## config.mk

```make
export PLATFORM = sky130hd
export DESIGN_NAME = packet_deframer_checksum_core
export DESIGN_NICKNAME = d
export VERILOG_FILES = /design/src/hdl/pkd_pkg.sv /design/src/hdl/pkd_in_stage.sv /design/src/hdl/pkd_cksum.sv /design/src/hdl/pkd_frame.sv /design/src/hdl/packet_deframer_checksum_core.sv
export SDC_FILE = /design/constraint.sdc
export NUM_CORES = 1
export LEC_CHECK = 0
export BUFFER_PORTS_ARGS = -buffer_cell sky130_fd_sc_hd__buf_2
export CORE_MARGIN = 3
export CORE_UTILIZATION = 27
export DETAILED_ROUTE_END_ITERATION = 10
export SLEW_MARGIN = 5
export SYNTH_ARGS = -nofsm -noshare
export SYNTH_HDL_FRONTEND = slang
export SYNTH_SLANG_ARGS = --single-unit
```

## constraint.sdc

```tcl
create_clock -name i_clk -period 7.8 [get_ports i_clk]
set_clock_uncertainty 0.15 [all_clocks]
set_input_delay 0.39 -clock i_clk [delete_from_list [all_inputs] [get_ports i_clk]]
set_output_delay 0.39 -clock i_clk [all_outputs]
set_load 0.05 [all_outputs]
```

## src/hdl/pkd_pkg.sv

```systemverilog
// package for the packet deframer with checksum check
// holds phase and verdict codes, checksum constants and the byte residue function
// no dependencies
package pkd_pkg;

    localparam int SUM_BIAS = 3412;
    localparam int SUM_MOD  = 71;
    localparam int SUM_W    = 17;
    localparam int RES_W    = $clog2(SUM_MOD);
    localparam int BYTE_W   = 8;
    localparam int LEN_MIN  = 2;

    // residue of the bias, start value of every packet
    localparam logic [RES_W-1:0] BIAS_RES = RES_W'(SUM_BIAS % SUM_MOD);

    typedef enum logic [1:0] {
        PH_LEN = 2'd0,
        PH_CHK = 2'd1,
        PH_ID  = 2'd2,
        PH_PAY = 2'd3
    } t_phase;

    typedef enum logic [1:0] {
        VERDICT_BUSY  = 2'd0,
        VERDICT_GOOD  = 2'd1,
        VERDICT_BAD   = 2'd2,
        VERDICT_SHORT = 2'd3
    } t_verdict;

    // checksum unit results for one byte
    typedef struct packed {
        logic signed [SUM_W-1:0] sum;
        logic [RES_W-1:0]        res;
        logic                    good;
    } t_ck_out;

    // floor residue mod SUM_MOD of a byte taken as signed
    function automatic logic [RES_W-1:0] byte_mod(input logic [BYTE_W-1:0] b);
        logic [BYTE_W:0] t;
        // shift into a positive range below four moduli
        t = b[BYTE_W-1] ? ((BYTE_W+1)'(b) - (BYTE_W+1)'(256 - 2 * SUM_MOD))
                        : ((BYTE_W+1)'(b) + (BYTE_W+1)'(2 * SUM_MOD));
        if (t >= (BYTE_W+1)'(2 * SUM_MOD)) begin
            t = t - (BYTE_W+1)'(2 * SUM_MOD);
        end
        if (t >= (BYTE_W+1)'(SUM_MOD)) begin
            t = t - (BYTE_W+1)'(SUM_MOD);
        end
        return RES_W'(t);
    endfunction

endpackage

```

## src/hdl/pkd_in_stage.sv

```systemverilog
// input register of the deframer, one item deep
// depends on pkd_pkg
module pkd_in_stage
    import pkd_pkg::*;
(
    input  logic              i_clk,
    input  logic              i_rst_n,
    input  logic              i_valid,
    output logic              o_stall,
    input  logic [BYTE_W-1:0] i_byte,
    input  logic              i_take,
    output logic              o_valid,
    output logic [BYTE_W-1:0] o_byte
);

    logic              r_valid;
    logic [BYTE_W-1:0] r_byte;
    logic              w_accept;

    // hold while the item in the register is not taken
    assign o_stall  = r_valid && !i_take;
    assign w_accept = i_valid && !o_stall;

    // valid flag
    always_ff @(posedge i_clk) begin
        if (!i_rst_n) begin
            r_valid <= 1'b0;
        end else if (w_accept) begin
            r_valid <= 1'b1;
        end else if (i_take) begin
            r_valid <= 1'b0;
        end
    end

    // payload
    always_ff @(posedge i_clk) begin
        if (w_accept) begin
            r_byte <= i_byte;
        end
    end

    assign o_valid = r_valid;
    assign o_byte  = r_byte;

endmodule

```

## src/hdl/pkd_cksum.sv

```systemverilog
// running sum and mod-71 residue update with the checksum verdict
// depends on pkd_pkg
module pkd_cksum
    import pkd_pkg::*;
(
    input  logic signed [SUM_W-1:0] i_sum,
    input  logic [RES_W-1:0]        i_res,
    input  logic [BYTE_W-1:0]       i_byte,
    input  logic                    i_add,
    input  logic [BYTE_W-1:0]       i_expected,
    output t_ck_out                 o_ck
);

    logic signed [SUM_W-1:0] w_sum;
    logic [RES_W:0]          w_res_sum;
    logic [RES_W-1:0]        w_res;
    logic signed [SUM_W:0]   w_total;
    logic                    w_neg;

    // signed accumulate of the byte
    assign w_sum = i_add ? (i_sum + SUM_W'($signed(i_byte))) : i_sum;

    // residue accumulate with one conditional subtract
    assign w_res_sum = {1'b0, i_res} + (i_add ? {1'b0, byte_mod(i_byte)} : '0);
    assign w_res = (w_res_sum >= (RES_W+1)'(SUM_MOD))
                 ? RES_W'(w_res_sum - (RES_W+1)'(SUM_MOD)) : RES_W'(w_res_sum);

    // sign of the biased total
    assign w_total = {w_sum[SUM_W-1], w_sum} + (SUM_W+1)'(SUM_BIAS);
    assign w_neg   = w_total[SUM_W];

    // truncated remainder of a negative total only matches when zero
    always_comb begin
        o_ck.sum = w_sum;
        o_ck.res = w_res;
        if (w_neg) begin
            o_ck.good = (w_res == '0) && (i_expected == '0);
        end else begin
            o_ck.good = ({{(BYTE_W-RES_W){1'b0}}, w_res} == i_expected);
        end
    end

endmodule

```

## src/hdl/pkd_frame.sv

```systemverilog
// packet framing state machine, checksum state and result register
// depends on pkd_pkg and pkd_cksum
module pkd_frame
    import pkd_pkg::*;
(
    input  logic              i_clk,
    input  logic              i_rst_n,
    input  logic              i_valid,
    input  logic [BYTE_W-1:0] i_byte,
    output logic              o_take,
    output logic              o_out_valid,
    input  logic              i_out_stall,
    output logic [BYTE_W-1:0] o_data_byte,
    output logic              o_is_packet_id,
    output logic              o_last,
    output t_verdict          o_verdict
);

    t_phase                  r_phase, n_phase;
    logic [BYTE_W-1:0]       r_left, n_left;
    logic [BYTE_W-1:0]       r_expected, n_expected;
    logic signed [SUM_W-1:0] r_sum, n_sum;
    logic [RES_W-1:0]        r_res, n_res;

    logic                    r_out_valid;
    logic [BYTE_W-1:0]       r_data_byte;
    logic                    r_is_id;
    logic                    r_last;
    t_verdict                r_verdict;

    logic                    w_emit;
    logic [BYTE_W-1:0]       w_data;
    logic                    w_is_id;
    logic                    w_last;
    t_verdict                w_verdict;
    logic                    w_add;
    logic                    w_out_free;
    t_ck_out                 w_ck;

    assign w_add = (r_phase == PH_PAY);

    pkd_cksum u_cksum (
        .i_sum      (r_sum),
        .i_res      (r_res),
        .i_byte     (i_byte),
        .i_add      (w_add),
        .i_expected (r_expected),
        .o_ck       (w_ck)
    );

    // an item moves on once the result register has room
    assign w_out_free = !r_out_valid || !i_out_stall;
    assign o_take     = i_valid && w_out_free;

    // next state
    always_comb begin
        n_phase    = r_phase;
        n_left     = r_left;
        n_expected = r_expected;
        n_sum      = r_sum;
        n_res      = r_res;
        case (r_phase)
            PH_LEN: begin
                if (i_byte >= BYTE_W'(LEN_MIN)) begin
                    n_left  = i_byte - BYTE_W'(LEN_MIN);
                    n_sum   = '0;
                    n_res   = BIAS_RES;
                    n_phase = PH_CHK;
                end
            end
            PH_CHK: begin
                n_expected = i_byte;
                n_phase    = PH_ID;
            end
            PH_ID: begin
                n_phase = (r_left == '0) ? PH_LEN : PH_PAY;
            end
            PH_PAY: begin
                n_sum  = w_ck.sum;
                n_res  = w_ck.res;
                n_left = r_left - BYTE_W'(1);
                if (r_left == BYTE_W'(1)) begin
                    n_phase = PH_LEN;
                end
            end
            default: begin
                n_phase = PH_LEN;
            end
        endcase
    end

    // result fields
    always_comb begin
        w_emit    = 1'b0;
        w_data    = i_byte;
        w_is_id   = 1'b0;
        w_last    = 1'b0;
        w_verdict = VERDICT_BUSY;
        case (r_phase)
            PH_LEN: begin
                if (i_byte < BYTE_W'(LEN_MIN)) begin
                    w_emit    = 1'b1;
                    w_data    = '0;
                    w_last    = 1'b1;
                    w_verdict = VERDICT_SHORT;
                end
            end
            PH_CHK: begin
                w_emit = 1'b0;
            end
            PH_ID: begin
                w_emit  = 1'b1;
                w_is_id = 1'b1;
                if (r_left == '0) begin
                    w_last    = 1'b1;
                    w_verdict = w_ck.good ? VERDICT_GOOD : VERDICT_BAD;
                end
            end
            PH_PAY: begin
                w_emit = 1'b1;
                if (r_left == BYTE_W'(1)) begin
                    w_last    = 1'b1;
                    w_verdict = w_ck.good ? VERDICT_GOOD : VERDICT_BAD;
                end
            end
            default: begin
                w_emit = 1'b0;
            end
        endcase
    end

    // framing control state
    always_ff @(posedge i_clk) begin
        if (!i_rst_n) begin
            r_phase    <= PH_LEN;
            r_left     <= '0;
            r_expected <= '0;
            r_sum      <= '0;
            r_res      <= BIAS_RES;
        end else if (o_take) begin
            r_phase    <= n_phase;
            r_left     <= n_left;
            r_expected <= n_expected;
            r_sum      <= n_sum;
            r_res      <= n_res;
        end
    end

    // result valid flag
    always_ff @(posedge i_clk) begin
        if (!i_rst_n) begin
            r_out_valid <= 1'b0;
        end else if (o_take && w_emit) begin
            r_out_valid <= 1'b1;
        end else if (!i_out_stall) begin
            r_out_valid <= 1'b0;
        end
    end

    // result payload
    always_ff @(posedge i_clk) begin
        if (o_take && w_emit) begin
            r_data_byte <= w_data;
            r_is_id     <= w_is_id;
            r_last      <= w_last;
            r_verdict   <= w_verdict;
        end
    end

    assign o_out_valid    = r_out_valid;
    assign o_data_byte    = r_data_byte;
    assign o_is_packet_id = r_is_id;
    assign o_last         = r_last;
    assign o_verdict      = r_verdict;

endmodule

```

## src/hdl/packet_deframer_checksum_core.sv

```systemverilog
// top level of the packet deframer with checksum check
// depends on pkd_pkg, pkd_in_stage and pkd_frame
//
//   channel  | direction | handshake               | payload
//   ---------+-----------+-------------------------+-----------------------------------
//   rx       | in        | i_in_valid / o_in_stall | i_rx_byte
//   result   | out       | o_out_valid/ i_out_stall| o_data_byte, o_is_packet_id,
//            |           |                         | o_last, o_verdict
//
// one item per cycle sustained while the result side does not stall
// checksum bytes and lengths >= LEN_MIN give no result, every other byte exactly one
// a result passes through the input register and then the result register
// reset is synchronous, active low, and puts the framer back to waiting for a length
// a stalled result holds the result register; the input register then fills and stalls rx
module packet_deframer_checksum_core
    import pkd_pkg::*;
(
    input  logic              i_clk,
    input  logic              i_rst_n,
    input  logic              i_in_valid,
    output logic              o_in_stall,
    input  logic [BYTE_W-1:0] i_rx_byte,
    output logic              o_out_valid,
    input  logic              i_out_stall,
    output logic [BYTE_W-1:0] o_data_byte,
    output logic              o_is_packet_id,
    output logic              o_last,
    output logic [1:0]        o_verdict
);

    logic              w_valid;
    logic [BYTE_W-1:0] w_byte;
    logic              w_take;
    t_verdict          w_verdict;

    // input register
    pkd_in_stage u_in (
        .i_clk   (i_clk),
        .i_rst_n (i_rst_n),
        .i_valid (i_in_valid),
        .o_stall (o_in_stall),
        .i_byte  (i_rx_byte),
        .i_take  (w_take),
        .o_valid (w_valid),
        .o_byte  (w_byte)
    );

    // framing, checksum and result register
    pkd_frame u_frame (
        .i_clk          (i_clk),
        .i_rst_n        (i_rst_n),
        .i_valid        (w_valid),
        .i_byte         (w_byte),
        .o_take         (w_take),
        .o_out_valid    (o_out_valid),
        .i_out_stall    (i_out_stall),
        .o_data_byte    (o_data_byte),
        .o_is_packet_id (o_is_packet_id),
        .o_last         (o_last),
        .o_verdict      (w_verdict)
    );

    assign o_verdict = w_verdict;

endmodule
```

# After elaboration in Yosys (flattened, before gate mapping)

Index checks and enable logic that the tools add are counted.

Output and inout bits: 14
Flip-flop bits (word level): 64
Word-level logic and storage cells: 89
Input port bits: 12

Eq/ne operators: 8
Order comparisons: 5
Reductions and logical operators: 20
Multiplexer cells: 34
Add/sub/neg operators: 10

Operators by type and width:

| cell                                                                         | number |
|---|---|
| 17-bit 2-to-1 mux                                                            | 2 |
| 17-bit one-hot mux with 2 select lines                                       | 1 |
| 7-bit 2-to-1 mux                                                             | 4 |
| 8-bit 2-to-1 mux                                                             | 3 |
| 17-bit by 13-bit adder with 18-bit output, second input constant             | 1 |
| 9-bit 2-to-1 mux                                                             | 2 |
| 17-bit by 8-bit adder with 17-bit output                                     | 1 |
| 8-bit logical NOT                                                            | 2 |
| 8-bit one-hot mux with 2 select lines                                        | 1 |
| 2-bit 2-to-1 mux                                                             | 7 |
| 7-bit one-hot mux with 2 select lines                                        | 1 |
| 7-bit subtractor, second input constant                                      | 2 |
| 8-bit by 8-bit adder with 9-bit output, second input constant                | 1 |
| 9-bit by 7-bit >= comparator with 1-bit output, second input constant        | 1 |
| 9-bit by 8-bit >= comparator with 1-bit output, second input constant        | 1 |
| 1-bit 2-to-1 mux                                                             | 9 |
| 8-bit by 7-bit subtractor with 9-bit output, second input constant           | 1 |
| 9-bit by 8-bit subtractor with 9-bit output, second input constant           | 1 |
| 7-bit by 7-bit adder with 8-bit output                                       | 1 |
| 7-bit by 8-bit == test with 1-bit output                                     | 1 |
| 8-bit by 1-bit == test with 1-bit output, second input constant              | 1 |
| 8-bit by 2-bit >= comparator with 1-bit output, second input constant        | 1 |
| 8-bit by 7-bit >= comparator with 1-bit output, second input constant        | 1 |
| 8-bit by 2-bit less-than comparator with 1-bit output, second input constant | 1 |
| 17 further kinds                                                             | 30 |

# Depth between registers and ports, before layout

Depth in word-level cells: 16
Mapped depth: 26
Mapped depth without buffers: 23

# Cells and area by module

From an unflattened synthesis, not the netlist that was laid out.

Cell total of the unflattened synthesis: 676
Area total of the unflattened synthesis: 5590.4 µm²

Modules (own cells, without submodules):

| module       | area each (µm²) | times used | sequential area each (µm²) | cells each |
|---|---|---|---|---|
| pkd_cksum    | 2787.7          | 1          | 0.0                        | 384 |
| pkd_frame    | 2514.9          | 1          | 1221.2                     | 280 |
| pkd_in_stage | 287.8           | 1          | 260.2                      | 12 |

# Least setup slack after synthesis

Ideal clock, no wire load.

Path type: reg-to-reg
From: reg u_in.r_byte[1] (netlist: u_in.o_byte[1])
To: reg u_frame.r_verdict[1] (netlist: u_frame.o_verdict[1]) (data pin)
Slack: 1940 ps
Setup time: 262 ps
Buffers on the path: 3
Required time: 7388 ps
Data arrival time: 5448 ps
Stages on the path, launching flop included: 25
Clock period less this slack: 5860 ps
Path through: edfxtp_1 > buf_2 > inv_1 > ha_1 > clkbuf_1 > nor4_2 > a21oi_1 > o211ai_2 > xnor2_1 > ha_1 > a21o_1 > o31ai_1 > nand2_1 > o21ai_0 > ha_1 > a21o_1 > and4_4 > or4_1 > buf_2 > a21oi_4 > mux2_1 > a22o_2 > nor4b_2 > o2111a_1 > o31ai_1

Word-level cells in the longest chain between the ends: 16
Elaborated cells between the ends (all ways): 27
Classes of those cells: 8 x add/sub; 4 x order compare; 1 x eq/ne; 12 x mux; 2 x reduce/logical

RTL lines:

| item                                                                                                          | RTL line                           | text |
|---|---|---|
| start, declared                                                                                               | pkd_in_stage.sv:17                 | `logic [BYTE_W-1:0] r_byte;` |
| start signal, assigned                                                                                        | pkd_in_stage.sv:38                 | `r_byte <= i_byte;` |
| 8-bit by 8-bit adder with 9-bit output or 8-bit by 7-bit subtractor with 9-bit output (tied branches)         | pkd_pkg.sv:42, pkd_pkg.sv:41       |  |
| 9-bit 2-to-1 mux                                                                                              | pkd_pkg.sv:41                      | `t = b[BYTE_W-1] ? ((BYTE_W+1)'(b) - (BYTE_W+1)'(256 - 2 * SUM_MOD))` |
| 9-bit by 8-bit subtractor with 9-bit output or 9-bit by 8-bit >= comparator with 1-bit output (tied branches) | pkd_pkg.sv:44, pkd_pkg.sv:43       |  |
| 9-bit 2-to-1 mux                                                                                              | pkd_pkg.sv:43                      | `if (t >= (BYTE_W+1)'(2 * SUM_MOD)) begin` |
| 9-bit by 7-bit >= comparator with 1-bit output or 7-bit subtractor (tied branches)                            | pkd_pkg.sv:46, pkd_pkg.sv:47       |  |
| 7-bit 2-to-1 mux                                                                                              | pkd_pkg.sv:46                      | `if (t >= (BYTE_W+1)'(SUM_MOD)) begin` |
| 7-bit 2-to-1 mux                                                                                              | pkd_cksum.sv:24                    | `assign w_res_sum = {1'b0, i_res} + (i_add ? {1'b0, byte_mod(i_byte)} : '0);` |
| 7-bit by 7-bit adder with 8-bit output                                                                        | pkd_cksum.sv:24                    |  |
| 7-bit subtractor or 8-bit by 7-bit >= comparator with 1-bit output (tied branches)                            | pkd_cksum.sv:26, pkd_cksum.sv:25   |  |
| 7-bit 2-to-1 mux                                                                                              | pkd_cksum.sv:26                    | `? RES_W'(w_res_sum - (RES_W+1)'(SUM_MOD)) : RES_W'(w_res_sum);` |
| 7-bit logical NOT                                                                                             | pkd_cksum.sv:37                    | `o_ck.good = (w_res == '0) && (i_expected == '0);` |
| 1-bit logical AND                                                                                             | pkd_cksum.sv:37                    |  |
| 1-bit 2-to-1 mux                                                                                              | pkd_cksum.sv:36                    | `if (w_neg) begin` |
| 2-bit 2-to-1 mux                                                                                              | pkd_frame.sv:116, pkd_frame.sv:123 |  |
| 2-bit 2-to-1 mux, on equally long branches                                                                    | pkd_frame.sv:121, pkd_frame.sv:114 |  |
| 2-bit one-hot mux with 3 select lines (*)                                                                     | pkd_frame.sv:99                    | `case (r_phase)` |
| named net u_frame.w_verdict[1]                                                                                | pkd_frame.sv:35                    | `t_verdict w_verdict;` |
| end signal, assigned                                                                                          | pkd_frame.sv:166                   | `r_verdict <= w_verdict;` |
| end, declared                                                                                                 | pkd_frame.sv:29                    | `t_verdict r_verdict;` |

The timed path passes the listed nets; every way through them passes the cells marked *.
A chain may end at the register's enable or synchronous reset.

# Worst setup path in the final report

Same ends and word-level chain as after synthesis.

==> results.toml <==
[die]
die_w_um = 145
ioPinCount = 26
die_y_um = 145
dieArea_mm2 = 0.0209
initial_core_util = 0.276
coreArea_mm2 = 0.0188
fp-row-count = 50

[synthesis]
synth_common_cells = "54 x nor2_1, 46 x a21oi_1, 44 x dfxtp_1, 44 x nand2_1, 42 x o21ai_0"
avgSynthCellArea_um2 = 8.30
yosysTopAreaCell = "dfxtp_1"
synthesis.area_mm2 = 0.00518
synth.most_common_cell = "nor2_1"
ys_ff_latch = 64
synth_edf_count = 20
yosysWarnings = 0
ys_types = 91
yosys.area.top_type_share = 0.170
async_flop_share = 0
syn_nets = 667
synthCells = 625
synthTopCellsByArea = "dfxtp_1 17%, edfxtp_1 12%, ha_1 6.8%"
ys_seq_area_frac = 0.286
synthFlopType = "dfxtp_1"

[critical_path]
cp_data_arrival_time_ps = 6500
crit_type = "register to register"
max_stage_delay_ps = 600
end_kind = "register"
cp_top_family = "compound AO/OA/AOI/OAI gates"
crit_chain = "inv_1 -> ha_1 -> nor4_2 -> a21oi_1 -> o211ai_2 -> xnor2_1 -> ha_1 -> a21o_1 -> o31ai_1 -> nand2_1 -> o21ai_0 -> ha_1 -> a21o_1 -> and4_4 -> or4_1 -> a21oi_4 -> mux2_1 -> a22o_2 -> nor4b_2 -> o2111a_1 -> o31ai_1"
rrSetupSlack_ps = 1240
crit_required_ps = 7740
cp_common_cell = "ha_1"
worstRegToRegCells = 21
r2r-start = "u_in.o_byte[1]"
path_buf_inv = 1
slowest_stage = "or4_1"
cp_max_fo = 10
reg2reg_to = "u_frame.o_verdict[1]"
worstSetupStartpointType = "register"

[sta]
drv_slew = 0
fmax_mhz = 152
post-route-period-util = 0.841
rsz0062_at_grt = "false"
finalWorstPathRequiredPeriod_ps = 6560
relSlewSlack = 0.453
hold_ws_ps = 67.7
setup_viol = 0
finalHoldViolCount = 0
setup_tns_ps = 0
worst_pin_slew_ps = 817

[detailed_routing]
drc_errors = 0
vias_per_cell = 5.39
routed_wirelength_um = 13900
vias = 4692
postRouteAntennaNets = 0
drt_iter0_drc = 412
wire_per_inst_um = 16.0
first_pass_iters = 5

[hold_path]
whs_endpoint = "u_in.o_byte[4]"
hold_path_class = "input pin to register"
holdPathStages = 1
min_from = "i_rx_byte[4]"

[power]
p_int_mw = 0.658
clock_power_share = 0.438
p_leak_nw = 2.17
power.density_mw_per_mm2 = 159
power_frac_comb = 0.156
ir_drop_uv = 103
seqPwrFrac = 0.406
p_sw_mw = 0.263
swShare = 0.285

[global_route]
antenna_found_initial = 0
grt_pass1_vias = 4492
grt_pass1_wl_um = 23400
track_usage = 0.139
gr-total-overflow = 0
grt_start_max_net_pins = 45

[finish]
multi_input_comb_area_mm2 = 0.00347
syn_to_final_growth_pct = 11.4
diodes = 0
final_cells = 870
nFillCells = 2010
seq_area_mm2 = 0.00148
postLayoutCoreUtil = 0.308
nets = 673
drive_gt1_frac = 0.123

[clocking]
cts_setup_buffers = 0
cts.clk_slew.worst_paths_ps = 60
clock_latency_ps = 350
cts_buffers = 9
h-tree-depth = 3
postCtsResizedCells = 0
root_buffer = "clkbuf_16"
clkSinkCount = 64
ctsHoldBuffers = 0
cts_tree = "done"
cts_buffer_depth = 2

[run]
max_cap_viol_count = 0

[placed_design]
routabilityCongestion = 0.871
numPortBuffers = 25
place_hpwl_um = 10000
dp_cells = 854

[outcome]
status = "completed"
-- state kept, by name, summed over array words and instances, names as in the netlist --
register / cells
u_frame.r_sum: 17
u_frame.o_data_byte: 8
u_frame.r_expected: 8
u_frame.r_left: 8
u_in.o_byte: 8
u_frame.r_res: 7
u_frame.o_verdict: 2
u_frame.r_phase: 2
u_frame.o_is_packet_id: 1
u_frame.o_last: 1
u_frame.o_out_valid: 1
u_in.o_valid: 1
-- worst max path at each step --
| stage | start | endpoint | depth (start not counted) |
|---|---|---|---|
| after global placement | u_in.o_byte[1] | u_frame.o_verdict[1] | 21 |
| after CTS | u_in.o_byte[1] | u_frame.o_verdict[1] | 21 |
| after detailed placement | u_in.o_byte[1] | u_frame.o_verdict[1] | 21 |
| after floorplan | u_in.o_byte[1] | u_frame.o_verdict[1] | 24 |
| final | u_in.o_byte[1] | u_frame.o_verdict[1] | 21 |
| after global routing | u_in.o_byte[1] | u_frame.o_verdict[1] | 23 |
-- cell families (layout without fill, tap and decap cells) --
| kind of cell | after synthesis | count (layout) | synth area share |
|---|---|---|---|
| compound gates | 198 | 198 | 0.264 |
| xor+xnor | 40 | 40 | 0.0717 |
| fa+ha+maj | 30 | 30 | 0.0753 |
| buf+inv | 55 | 66 | 0.0461 |
| flops | 64 | 64 | 0.286 |
| mux | 11 | 11 | 0.0217 |
| simple gates | 227 | 227 | 0.236 |
-- per-layer routing --
metal / vias to the layer above / track usage / wire length (µm) / share of wire
met5: - / 0 / 0 / 0
met4: 0 / 0.0476 / 252 / 0.018
met3: 20 / 0.0198 / 691 / 0.050
met2: 132 / 0.226 / 6370 / 0.46
met1: 2212 / 0.190 / 6630 / 0.48
li1: 2328 / - / - / -
-- power by group through the flow --
| stage | logic [mW] | registers, mW | clock network (mW) |
|---|---|---|---|
| 2_1_floorplan | 0.118 | 0.369 | 0 |
| 4_1_cts | 0.142 | 0.373 | 0.409 |
| 6_report | 0.143 | 0.373 | 0.403 |
| 3_5_place_dp | 0.141 | 0.380 | 0 |
| 5_1_grt | 0.162 | 0.375 | 0.423 |
| 3_3_place_gp | 0.142 | 0.380 | 0 |
-- cells in the final DEF (no fill, tap or decap), drive strengths merged, types with 11 or more instances in the layout --
master  Yosys  final
a22oi      17     17
o21ai      46     46
a211oi     14     14
edfxtp     20     20
inv        20     20
nor3       18     18
buf         7     30
clkbuf     28     11
ha         28     28
nor4       11     11
nor2b      34     34
xor2       12     12
nor2       54     54
a21oi      47     47
dfxtp      44     44
nand2      44     44
and2       12     12
xnor2      27     27
-- area by class of cell --
type,instances,area share
multi-input combinational,506,0.601
sequential,64,0.257
tap,234,0.0507
clock buffer,11,0.0403
timing repair buffer,30,0.0282
inverter,20,0.0130
clock inverter,5,0.0102
-- per-stage QoR --
stage	cell area (µm²)	worst slack (ps)	power [mW]
finish	5770	1240	0.920
global route	5770	688	0.959
CTS	5770	1280	0.925
detailed placement	5480	1270	0.521
global placement	5480	1430	0.522
floorplan	5180	1940	0.487
(Power assumes the default switching activity.)
